### src/sv/lsr_pkg.sv
// Package for the LIN slave responder: phase codes, item kinds, the sync byte,
// the store write request type and the protected identifier function.
// No dependencies; every other file of the block imports it.
`timescale 1ns / 1ps
`default_nettype none

package lsr_pkg;

   localparam int unsigned BYTE_W = 8;
   localparam int unsigned ID_W   = 6;
   localparam int unsigned SLOT_W = 2;

   localparam logic [BYTE_W-1:0] SYNC_BYTE = 8'h55;

   // Item kinds carried in the func field.
   localparam logic FUNC_RX_BYTE    = 1'b0;
   localparam logic FUNC_SLOT_WRITE = 1'b1;

   // Link phase; the fourth code is never reached and decodes as break wait.
   typedef enum logic [1:0] {
      PH_BREAK = 2'd0,
      PH_SYNC  = 2'd1,
      PH_PID   = 2'd2
   } phase_type;

   // Write request from the controller to the data store.
   typedef struct packed {
      logic              en;
      logic [SLOT_W-1:0] slot;
      logic [BYTE_W-1:0] value;
   } wr_req_type;

   // Protected identifier: P0 in bit 6, P1 (inverted parity) in bit 7.
   function automatic logic [BYTE_W-1:0] make_pid(input logic [ID_W-1:0] id);
      logic p0;
      logic p1;
      p0 = id[0] ^ id[1] ^ id[2] ^ id[4];
      p1 = ~(id[1] ^ id[3] ^ id[4] ^ id[5]);
      return {p1, p0, id};
   endfunction

endpackage

`default_nettype wire

### src/sv/lsr_if.sv
// Handshake channel interfaces of the LIN slave responder: the request
// channel (received bytes and slot writes) and the response channel.
// Depends on lsr_pkg for field widths.
`timescale 1ns / 1ps
`default_nettype none

interface lsr_req_if;
   import lsr_pkg::*;

   logic              valid;
   logic              ready;
   logic              func;
   logic [BYTE_W-1:0] rx_byte;
   logic              framing_error;
   logic [SLOT_W-1:0] slot_index;
   logic [BYTE_W-1:0] slot_value;

   modport source (output valid, func, rx_byte, framing_error, slot_index, slot_value,
                   input ready);
   modport sink   (input valid, func, rx_byte, framing_error, slot_index, slot_value,
                   output ready);
endinterface

interface lsr_rsp_if;
   import lsr_pkg::*;

   logic              valid;
   logic              ready;
   logic [BYTE_W-1:0] tx_byte;
   logic              tx_valid;
   logic              last_byte;
   logic              break_seen;

   modport source (output valid, tx_byte, tx_valid, last_byte, break_seen, input ready);
   modport sink   (input valid, tx_byte, tx_valid, last_byte, break_seen, output ready);
endinterface

`default_nettype wire

### src/sv/lin_slave_responder_top.sv
// Top level of the LIN slave responder: controller plus response data store.
// Depends on lsr_pkg, lsr_if, lsr_store and lsr_ctrl.
//
// The request channel carries one transaction per received UART byte (func 0,
// with its framing-error flag) or per data slot write (func 1). The slave
// waits for a break, then the sync byte 0x55, then the protected identifier
// built from the node identifier written through csr_wdata. A break produces
// one response transaction with break_seen set. A matching identifier produces
// DATA_BYTES data transactions followed by the enhanced checksum, marked by
// last_byte. A break report is presented the cycle after acceptance and holds the
// request channel until it is taken. For a frame response each data byte is first
// read from the store, then presented from the output register; the checksum
// follows the last data byte.
// One request is handled at a time; the request channel reopens when the last
// response transaction is taken. Reset (synchronous, active high) returns to
// break wait, clears the node identifier and makes every data slot read as
// zero. A stalled receiver holds the pending transaction in the output register
// until it is taken. The identifier should only be written while idle.
`timescale 1ns / 1ps
`default_nettype none

module lin_slave_responder_top #(
   parameter int unsigned DATA_BYTES = 4
) (
   input  wire logic                      clock,
   input  wire logic                      reset,
   lsr_req_if.sink                        req_if,
   lsr_rsp_if.source                      rsp_if,
   input  wire logic                      csr_we,
   input  wire logic [lsr_pkg::ID_W-1:0]  csr_wdata
);
   import lsr_pkg::*;

   // At least one address bit, even for a single data byte.
   localparam int unsigned IDX_W = (DATA_BYTES > 1) ? $clog2(DATA_BYTES) : 1;

   wr_req_type        wr_req;
   logic              rd_en;
   logic [IDX_W-1:0]  rd_addr;
   logic [BYTE_W-1:0] rd_data;

   // Sequencer: phase tracking, PID check, output register and checksum.
   lsr_ctrl #(
      .DATA_BYTES (DATA_BYTES),
      .IDX_W      (IDX_W)
   ) u_ctrl (
      .clock     (clock),
      .reset     (reset),
      .req_if    (req_if),
      .rsp_if    (rsp_if),
      .csr_we    (csr_we),
      .csr_wdata (csr_wdata),
      .wr_req    (wr_req),
      .rd_en     (rd_en),
      .rd_addr   (rd_addr),
      .rd_data   (rd_data)
   );

   // Data slots; writes happen only while idle, reads only on a matching identifier
   // or while answering, so the two never touch the store in the same cycle.
   lsr_store #(
      .DATA_BYTES (DATA_BYTES),
      .IDX_W      (IDX_W)
   ) u_store (
      .clock   (clock),
      .reset   (reset),
      .wr_req  (wr_req),
      .rd_en   (rd_en),
      .rd_addr (rd_addr),
      .rd_data (rd_data)
   );

endmodule

`default_nettype wire

### src/sv/lsr_store.sv
// Response data store of the LIN slave responder: a small synchronous memory
// with a registered read and per-entry valid bits that read as zero.
// Depends on lsr_pkg.
`timescale 1ns / 1ps
`default_nettype none

module lsr_store #(
   parameter int unsigned DATA_BYTES = 4,
   parameter int unsigned IDX_W      = 2
) (
   input  wire logic                      clock,
   input  wire logic                      reset,
   input  wire lsr_pkg::wr_req_type       wr_req,
   input  wire logic                      rd_en,
   input  wire logic [IDX_W-1:0]          rd_addr,
   output logic      [lsr_pkg::BYTE_W-1:0] rd_data
);
   import lsr_pkg::*;

   logic [BYTE_W-1:0]     mem [DATA_BYTES];
   logic [DATA_BYTES-1:0] vld_ff;
   logic [BYTE_W-1:0]     rd_data_ff;
   logic                  wr_hit;
   logic [IDX_W-1:0]      wr_addr;

   // Slots at or beyond the configured depth are dropped.
   assign wr_hit  = wr_req.en && ({2'b00, wr_req.slot} < 4'(DATA_BYTES));
   assign wr_addr = IDX_W'(wr_req.slot);

   always_ff @(posedge clock) begin
      if (reset) begin
         vld_ff <= '0;
      end else if (wr_hit) begin
         vld_ff[wr_addr] <= 1'b1;
      end
      if (wr_hit) begin
         mem[wr_addr] <= wr_req.value;
      end
      if (rd_en) begin
         rd_data_ff <= vld_ff[rd_addr] ? mem[rd_addr] : '0;
      end
   end

   assign rd_data = rd_data_ff;

`ifndef SYNTHESIS
   // Writes come only while idle and reads only during a response.
   a_no_rw_overlap: assert property (@(posedge clock) disable iff (reset)
      !(rd_en && wr_req.en))
      else $error("store read and write in the same cycle");

   a_rd_in_range: assert property (@(posedge clock) disable iff (reset)
      rd_en |-> (32'(rd_addr) < DATA_BYTES))
      else $error("store read beyond depth");

   a_vld_sticky: assert property (@(posedge clock) disable iff (reset)
      $past(wr_hit) && !$past(reset) |-> vld_ff[$past(wr_addr)])
      else $error("written entry not marked valid");
`endif

endmodule

`default_nettype wire

### src/sv/lsr_ctrl.sv
// Frame controller of the LIN slave responder: link phase tracking, PID match,
// response sequencing over the data store and the enhanced checksum.
// Depends on lsr_pkg and the channel interfaces in lsr_if.
`timescale 1ns / 1ps
`default_nettype none

module lsr_ctrl #(
   parameter int unsigned DATA_BYTES = 4,
   parameter int unsigned IDX_W      = 2
) (
   input  wire logic                      clock,
   input  wire logic                      reset,
   lsr_req_if.sink                        req_if,
   lsr_rsp_if.source                      rsp_if,
   input  wire logic                      csr_we,
   input  wire logic [lsr_pkg::ID_W-1:0]  csr_wdata,
   output lsr_pkg::wr_req_type            wr_req,
   output logic                           rd_en,
   output logic      [IDX_W-1:0]          rd_addr,
   input  wire logic [lsr_pkg::BYTE_W-1:0] rd_data
);
   import lsr_pkg::*;

   typedef enum logic [1:0] {
      ST_IDLE,
      ST_READ,
      ST_DATA,
      ST_LAST
   } state_type;

   localparam logic [IDX_W-1:0] LAST_IDX = IDX_W'(DATA_BYTES - 1);

   state_type         state_ff, state_in;
   phase_type         phase_ff, phase_in;
   logic [ID_W-1:0]   node_id_ff, node_id_in;
   logic [IDX_W-1:0]  idx_ff, idx_in;
   logic [BYTE_W-1:0] sum_ff, sum_in;
   logic              rsp_valid_ff, rsp_valid_in;
   logic [BYTE_W-1:0] tx_byte_ff, tx_byte_in;
   logic              tx_valid_ff, tx_valid_in;
   logic              last_ff, last_in;
   logic              break_ff, break_in;

   logic              req_fire;
   logic              rsp_fire;
   logic [BYTE_W:0]   sum_wide;
   logic [BYTE_W-1:0] sum_add;

   assign req_fire = req_if.valid && (state_ff == ST_IDLE);
   assign rsp_fire = rsp_valid_ff && rsp_if.ready;

   // End-around carry: a carry out of bit 7 folds back into bit 0.
   assign sum_wide = {1'b0, sum_ff} + {1'b0, rd_data};
   assign sum_add  = sum_wide[BYTE_W] ? sum_wide[BYTE_W-1:0] + 8'd1 : sum_wide[BYTE_W-1:0];

   always_comb begin
      state_in     = state_ff;
      phase_in     = phase_ff;
      idx_in       = idx_ff;
      sum_in       = sum_ff;
      rsp_valid_in = rsp_valid_ff;
      tx_byte_in   = tx_byte_ff;
      tx_valid_in  = tx_valid_ff;
      last_in      = last_ff;
      break_in     = break_ff;
      node_id_in   = csr_we ? csr_wdata : node_id_ff;
      rd_en        = 1'b0;
      rd_addr      = idx_ff;
      wr_req.en    = 1'b0;
      wr_req.slot  = req_if.slot_index;
      wr_req.value = req_if.slot_value;

      case (state_ff)
         ST_IDLE: begin
            if (req_fire) begin
               if (req_if.func == FUNC_SLOT_WRITE) begin
                  wr_req.en = 1'b1;
               end else begin
                  case (phase_ff)
                     PH_SYNC: begin
                        phase_in = (req_if.rx_byte == SYNC_BYTE) ? PH_PID : PH_BREAK;
                     end
                     PH_PID: begin
                        phase_in = PH_BREAK;
                        if (req_if.rx_byte == make_pid(node_id_ff)) begin
                           sum_in   = req_if.rx_byte;
                           idx_in   = '0;
                           rd_en    = 1'b1;
                           rd_addr  = '0;
                           state_in = ST_READ;
                        end
                     end
                     default: begin
                        phase_in = PH_BREAK;
                        if (req_if.framing_error) begin
                           phase_in     = PH_SYNC;
                           rsp_valid_in = 1'b1;
                           tx_byte_in   = '0;
                           tx_valid_in  = 1'b0;
                           last_in      = 1'b0;
                           break_in     = 1'b1;
                           state_in     = ST_LAST;
                        end
                     end
                  endcase
               end
            end
         end
         ST_READ: begin
            rsp_valid_in = 1'b1;
            tx_byte_in   = rd_data;
            tx_valid_in  = 1'b1;
            last_in      = 1'b0;
            break_in     = 1'b0;
            sum_in       = sum_add;
            state_in     = ST_DATA;
         end
         ST_DATA: begin
            if (rsp_fire) begin
               if (idx_ff == LAST_IDX) begin
                  tx_byte_in = ~sum_ff;
                  last_in    = 1'b1;
                  state_in   = ST_LAST;
               end else begin
                  idx_in       = idx_ff + 1'b1;
                  rd_en        = 1'b1;
                  rd_addr      = idx_ff + 1'b1;
                  rsp_valid_in = 1'b0;
                  state_in     = ST_READ;
               end
            end
         end
         ST_LAST: begin
            if (rsp_fire) begin
               rsp_valid_in = 1'b0;
               state_in     = ST_IDLE;
            end
         end
         default: begin
            rsp_valid_in = 1'b0;
            state_in     = ST_IDLE;
         end
      endcase
   end

   always_ff @(posedge clock) begin
      if (reset) begin
         state_ff     <= ST_IDLE;
         phase_ff     <= PH_BREAK;
         node_id_ff   <= '0;
         rsp_valid_ff <= 1'b0;
      end else begin
         state_ff     <= state_in;
         phase_ff     <= phase_in;
         node_id_ff   <= node_id_in;
         rsp_valid_ff <= rsp_valid_in;
      end
      idx_ff      <= idx_in;
      sum_ff      <= sum_in;
      tx_byte_ff  <= tx_byte_in;
      tx_valid_ff <= tx_valid_in;
      last_ff     <= last_in;
      break_ff    <= break_in;
   end

   assign req_if.ready      = (state_ff == ST_IDLE);
   assign rsp_if.valid      = rsp_valid_ff;
   assign rsp_if.tx_byte    = tx_byte_ff;
   assign rsp_if.tx_valid   = tx_valid_ff;
   assign rsp_if.last_byte  = last_ff;
   assign rsp_if.break_seen = break_ff;

`ifndef SYNTHESIS
   a_idle_no_rsp: assert property (@(posedge clock) disable iff (reset)
      (state_ff == ST_IDLE) |-> !rsp_valid_ff)
      else $error("response pending while idle");

   a_last_is_data: assert property (@(posedge clock) disable iff (reset)
      (rsp_valid_ff && last_ff) |-> (tx_valid_ff && !break_ff))
      else $error("checksum marker on a non-data transaction");

   a_break_phase: assert property (@(posedge clock) disable iff (reset)
      (rsp_valid_ff && break_ff) |-> (!tx_valid_ff && phase_ff == PH_SYNC))
      else $error("break report without moving to sync wait");

   a_last_done: assert property (@(posedge clock) disable iff (reset)
      (state_ff == ST_LAST && rsp_fire) |=> (state_ff == ST_IDLE))
      else $error("final transaction did not end the response");
`endif

endmodule

`default_nettype wire

### src/flat_wrapper.sv
// flat-port wrapper written by rule: the top's interface ports become plain ports
module lin_slave_responder_top_flat import lsr_pkg::*;
#(
   parameter int unsigned DATA_BYTES = 4
)
  (clock, reset, csr_we, csr_wdata, req_if_valid, req_if_func, req_if_rx_byte, req_if_framing_error, req_if_slot_index, req_if_slot_value, req_if_ready, rsp_if_valid, rsp_if_tx_byte, rsp_if_tx_valid, rsp_if_last_byte, rsp_if_break_seen, rsp_if_ready);
  lsr_req_if req_if_i ();
  lsr_rsp_if rsp_if_i ();
  input  wire logic clock;
  input  wire logic reset;
  input  wire logic csr_we;
  input  wire logic [lsr_pkg::ID_W-1:0] csr_wdata;
  input wire logic [$bits(req_if_i.valid)-1:0] req_if_valid;
  input wire logic [$bits(req_if_i.func)-1:0] req_if_func;
  input wire logic [$bits(req_if_i.rx_byte)-1:0] req_if_rx_byte;
  input wire logic [$bits(req_if_i.framing_error)-1:0] req_if_framing_error;
  input wire logic [$bits(req_if_i.slot_index)-1:0] req_if_slot_index;
  input wire logic [$bits(req_if_i.slot_value)-1:0] req_if_slot_value;
  output wire logic [$bits(req_if_i.ready)-1:0] req_if_ready;
  output wire logic [$bits(rsp_if_i.valid)-1:0] rsp_if_valid;
  output wire logic [$bits(rsp_if_i.tx_byte)-1:0] rsp_if_tx_byte;
  output wire logic [$bits(rsp_if_i.tx_valid)-1:0] rsp_if_tx_valid;
  output wire logic [$bits(rsp_if_i.last_byte)-1:0] rsp_if_last_byte;
  output wire logic [$bits(rsp_if_i.break_seen)-1:0] rsp_if_break_seen;
  input wire logic [$bits(rsp_if_i.ready)-1:0] rsp_if_ready;
  assign req_if_i.valid = req_if_valid;
  assign req_if_i.func = req_if_func;
  assign req_if_i.rx_byte = req_if_rx_byte;
  assign req_if_i.framing_error = req_if_framing_error;
  assign req_if_i.slot_index = req_if_slot_index;
  assign req_if_i.slot_value = req_if_slot_value;
  assign req_if_ready = req_if_i.ready;
  assign rsp_if_valid = rsp_if_i.valid;
  assign rsp_if_tx_byte = rsp_if_i.tx_byte;
  assign rsp_if_tx_valid = rsp_if_i.tx_valid;
  assign rsp_if_last_byte = rsp_if_i.last_byte;
  assign rsp_if_break_seen = rsp_if_i.break_seen;
  assign rsp_if_i.ready = rsp_if_ready;
  lin_slave_responder_top #(.DATA_BYTES(DATA_BYTES)) u_core (.clock(clock), .reset(reset), .req_if(req_if_i), .rsp_if(rsp_if_i), .csr_we(csr_we), .csr_wdata(csr_wdata));
endmodule
### config.mk
export PLATFORM = sky130hd
export DESIGN_NAME = lin_slave_responder_top_flat
export DESIGN_NICKNAME = d
export VERILOG_FILES = /design/src/sv/lsr_pkg.sv /design/src/sv/lsr_if.sv /design/src/sv/lin_slave_responder_top.sv /design/src/sv/lsr_store.sv /design/src/sv/lsr_ctrl.sv /design/src/flat_wrapper.sv
export SDC_FILE = /design/constraint.sdc
export NUM_CORES = 1
export LEC_CHECK = 0
export BUFFER_PORTS_ARGS = -buffer_cell sky130_fd_sc_hd__buf_2
export CAP_MARGIN = 25
export CORE_UTILIZATION = 35
export DETAILED_ROUTE_END_ITERATION = 6
export SETUP_SLACK_MARGIN = 0.4
export SYNTH_ARGS = -nofsm -noshare
export SYNTH_HDL_FRONTEND = slang
export SYNTH_SLANG_ARGS = --single-unit
export TNS_END_PERCENT = 30
### constraint.sdc
create_clock -name clock -period 2.6 [get_ports clock]
set_input_delay 0.39 -clock clock [delete_from_list [all_inputs] [get_ports clock]]
set_output_delay 0.39 -clock clock [all_outputs]
set_load 0.03 [all_outputs]
==> flow_summary_export.csv <==
group,metric,value,unit
run_status,outcome,"finished, final reports clean",
logic_synthesis,ys_types,59,
timing,max_freq,399.5,MHz
global_routing,gr-total-overflow,0,
critical_path,cp_max_fo,3,
cells_and_area,num-nets-final,474,
global_routing,grt_pass1_wl,15150,microns
place,placement.io_buffers,43,
critical_path,start_kind,"flip-flop",
route,num_vias,3070,
clock_network,clock_latency,0.34,ns
floorplanning,dieWidth,109.8,microns
route,route.detailed.drc,0,
route,routed_via_density,5.367,
clock_network,clockBufferDepth,2,
timing,fin_tns_setup,0,ns
power_and_ir_drop,power.total,0.004581,W
timing,period_minus_slack,2.503,ns
place,gp_congestion,0.8332,
power_and_ir_drop,p_int,0.002840,W
global_routing,grt_pass1_vias,3043,
run,max_cap_viol_count,0,
clock_network,cts_max_level,3,
clock_network,clk_pin_slew,0.06,ns
power_and_ir_drop,p_sw,0.001741,W
power_and_ir_drop,power.share.combinational,0.378,
place,dp_hpwl,6558,microns
global_routing,grt_max_degree,33,
clock_network,cts.sinks,76,
timing,fin_crit_sh,0.9626,
critical_path,end_kind,"flip-flop",
cells_and_area,drive_above_1_share,0.2662,
power_and_ir_drop,seq_power_share,0.368,
clock_network,cts-root-buf,"clkbuf_16",
floorplanning,rows,38,
logic_synthesis,avgSynthCellArea,10.75,sq um
cells_and_area,regArea,0.002113,sq mm
route,first_pass_iters,5,
logic_synthesis,synth-main-ff-cell,"edfxtp_1",
cells_and_area,multi_input_area,0.001971,sq mm
cells_and_area,antenna_cells,0,
power_and_ir_drop,peakVddDrop,0.0006604,V
floorplanning,initial_core_util,0.3668,
logic_synthesis,synth_seq_cells,76,
timing,fin_skew,0.004625,ns
cells_and_area,nFillCells,1036,
cells_and_area,syn_to_final_growth,21.24,%
timing,slew_viol_final,0,
logic_synthesis,synthesis.nets,425,
logic_synthesis,syn_inst,378,
route,wl,9309,microns
floorplanning,die_h,109.8,microns
logic_synthesis,synth_warnings,0,
timing,rsz0062_at_grt,"true",
hold_path,min_path_type,"input pin to flip-flop",
power_and_ir_drop,clock_power_share,0.253,
route,drt_iter0_drc,154,
logic_synthesis,netlist_area,0.004064,sq mm
clock_network,cts_tree,"built",
power_and_ir_drop,p_per_area,929.6,mW/mm^2
power_and_ir_drop,p_sw_frac,0.3801,
route,avgRoutedWirePerCell,16.27,microns
global_routing,track_usage,0.1692,
timing,setup_violations,0,
logic_synthesis,ys_seq_area_frac,0.5197,
clock_network,cts_hold_buf,0,
floorplanning,io_pins,44,
floorplanning,die_area,0.01205,sq mm
logic_synthesis,synth-edff-count,59,
timing,hold_viol_final,0,
clock_network,cts_made_buffers,9,
power_and_ir_drop,p_leak,1.796,nW
critical_path,crit_type,"flip-flop to flip-flop",
floorplanning,core_area,0.01108,sq mm
logic_synthesis,async_flop_share,0,
critical_path,required,2.67,ns
route,antenna_left,0,
timing,max_slew.worst_pin.slew,0.5616,ns
timing,relSlewSlack,0.6248,
critical_path,cp.arrival,2.57,ns
global_routing,antenna_found_initial,0,
metal layers:
metal,GRT usage,up-vias,part of all wire
met3,0.04031,17,0.034
met4,0.07429,0,0.023
met5,0,-,0
li1,-,1496,-
met2,0.2763,65,0.50
met1,0.2129,1492,0.44
critical path: stages, from the launching register on:
cell	delay, ns
edfxtp_1	0.35
ha_2	0.19
inv_2	0.04
fa_2	0.41
nor2b_4	0.17
o2111ai_4	0.15
a21oi_2	0.20
o2111ai_2	0.20
o311ai_1	0.37
o311ai_1	0.16
final cells by class:
type                            instances  share of cell area
Sequential cell                        76              0.4289
Multi-Input combinational cell        267              0.3999
Timing Repair Buffer                   59             0.06882
Clock buffer                            9             0.04571
Tap cell                              140             0.03555
Inverter                               14             0.01067
Clock inverter                          7             0.01041
final timing paths:
path | from | endpoint | slack, ns | depth (start not counted)
hold reg to reg | u_core.u_ctrl.phase_ff[1]$_SDFFE_PP0P_ | u_core.u_ctrl.phase_ff[1]$_SDFFE_PP0P_ | 0.52 | 2
hold / removal | req_if_slot_value[3] | u_core.u_store.mem[3][3]$_DFFE_PP_ | 0.26 | 1
setup / recovery | u_core.u_store.rd_data[0]$_SDFFCE_PN0P_ | u_core.u_ctrl.sum_ff[6]$_DFFE_PP_ | 0.1 | 9
setup reg to reg | u_core.u_store.rd_data[0]$_SDFFCE_PN0P_ | u_core.u_ctrl.sum_ff[6]$_DFFE_PP_ | 0.1 | 9
cell usage in the layout (no fill, tap or decap), types with 5 or more instances in the layout:
| cell type | n |
|---|---|
| edfxtp_1 | 59 |
| buf_2 | 43 |
| nor2_1 | 38 |
| nand2_1 | 36 |
| a21oi_1 | 16 |
| dfxtp_1 | 16 |
| buf_4 | 15 |
| nand3_1 | 14 |
| inv_1 | 13 |
| ha_1 | 12 |
| o211ai_1 | 10 |
| nand2b_1 | 9 |
| xor2_1 | 9 |
| o21ai_0 | 9 |
| clkbuf_16 | 9 |
| o21ai_1 | 8 |
| a32o_1 | 8 |
| a21boi_0 | 7 |
| a21oi_2 | 7 |
| mux2i_1 | 7 |
| nor3_1 | 6 |
| a311oi_1 | 6 |
| xnor2_1 | 5 |
flip-flops by register name (all words and copies together), names as in the netlist:
signal	count
u_core.u_ctrl.rsp_if.tx_byte	8
u_core.u_ctrl.phase_ff	2
u_core.u_ctrl.idx_ff	2
u_core.u_store.rd_data	8
u_core.u_store.vld_ff	4
u_core.u_ctrl.rsp_if.valid	1
u_core.u_ctrl.rsp_if.break_seen	1
u_core.u_store.mem	32
u_core.u_ctrl.state_ff	2
u_core.u_ctrl.rsp_if.tx_valid	1
u_core.u_ctrl.node_id_ff	6
u_core.u_ctrl.sum_ff	8
u_core.u_ctrl.rsp_if.last_byte	1
cell usage after synthesis (all sizes together) (2+ instances only):
| master | count | area (sq um) |
|---|---|---|
| inv | 14 | 52.55 |
| nor3 | 7 | 40.04 |
| xnor2 | 7 | 61.31 |
| a311oi | 8 | 76.32 |
| o21ai | 17 | 85.08 |
| o2111ai | 3 | 32.53 |
| nor4bb | 3 | 30.03 |
| o211ai | 10 | 75.07 |
| nand3 | 14 | 70.07 |
| a21oi | 23 | 118.9 |
| dfxtp | 17 | 340.3 |
| nand2b | 9 | 56.30 |
| o311ai | 2 | 17.52 |
| edfxtp | 59 | 1772 |
| a21o | 3 | 22.52 |
| xor2 | 11 | 96.34 |
| nor4 | 2 | 12.51 |
| mux2i | 7 | 70.07 |
| nand2 | 37 | 138.9 |
| nand4 | 2 | 12.51 |
| or2 | 2 | 12.52 |
| a221oi | 2 | 17.52 |
| a32o | 8 | 80.08 |
| o21ba | 2 | 20.02 |
| nor2b | 6 | 37.54 |
| clkbuf | 13 | 48.80 |
| buf | 8 | 52.55 |
| a31oi | 2 | 27.53 |
| nor2 | 39 | 146.4 |
| ha | 15 | 187.7 |
| a211oi | 3 | 27.52 |
| a21boi | 7 | 52.55 |
through the flow:
| step | cell area, sq um | instances | utilization | hold WS, ns | setup WS [ns] |
|---|---|---|---|---|---|
| 2_1_floorplan | 4098 | 378 | - | 0.4591 | 0.3646 |
| 3_3_place_gp | 4477 | 551 | 0.4041 | 0.4883 | 0.2410 |
| 3_5_place_dp | 4477 | 551 | 0.4041 | 0.5113 | 0.1319 |
| 4_1_cts | 4843 | 570 | 0.4372 | 0.2516 | 0.1946 |
| 5_1_grt | 4927 | 572 | 0.4448 | 0.2579 | 0.02537 |
| 6_report | 4927 | 572 | 0.4448 | 0.2609 | 0.09711 |
cell families after synthesis:
logic type / count (synthesis) / share of synthesized area
AND/OR/NAND/NOR: 124 / 0.1419
AO/OA/AOI/OAI: 99 / 0.1792
flip-flops: 76 / 0.5197
buffers and inverters: 35 / 0.03787
XOR/XNOR: 20 / 0.05018
adder cells (fa/ha/maj): 16 / 0.05111
multiplexers: 8 / 0.02001
what timing repair did:
item / in CTS / in global routing
gates resized for setup: 15 / 14
endpoints found under the setup margin: 23 / 32
pin swaps: 4 / 10
setup buffers: 3 / 2
power groups by stage:
stage	sequential [W]	combinational [W]	clock, W
after detailed placement	0.00171	0.00164	0
final	0.00169	0.00173	0.00116
after global placement	0.00170	0.00162	0
after floorplan	0.00183	0.00102	0
after CTS	0.00169	0.00169	0.00119
after global routing	0.00171	0.00191	0.00123
No activity file was read; power rests on OpenSTA's default activity.
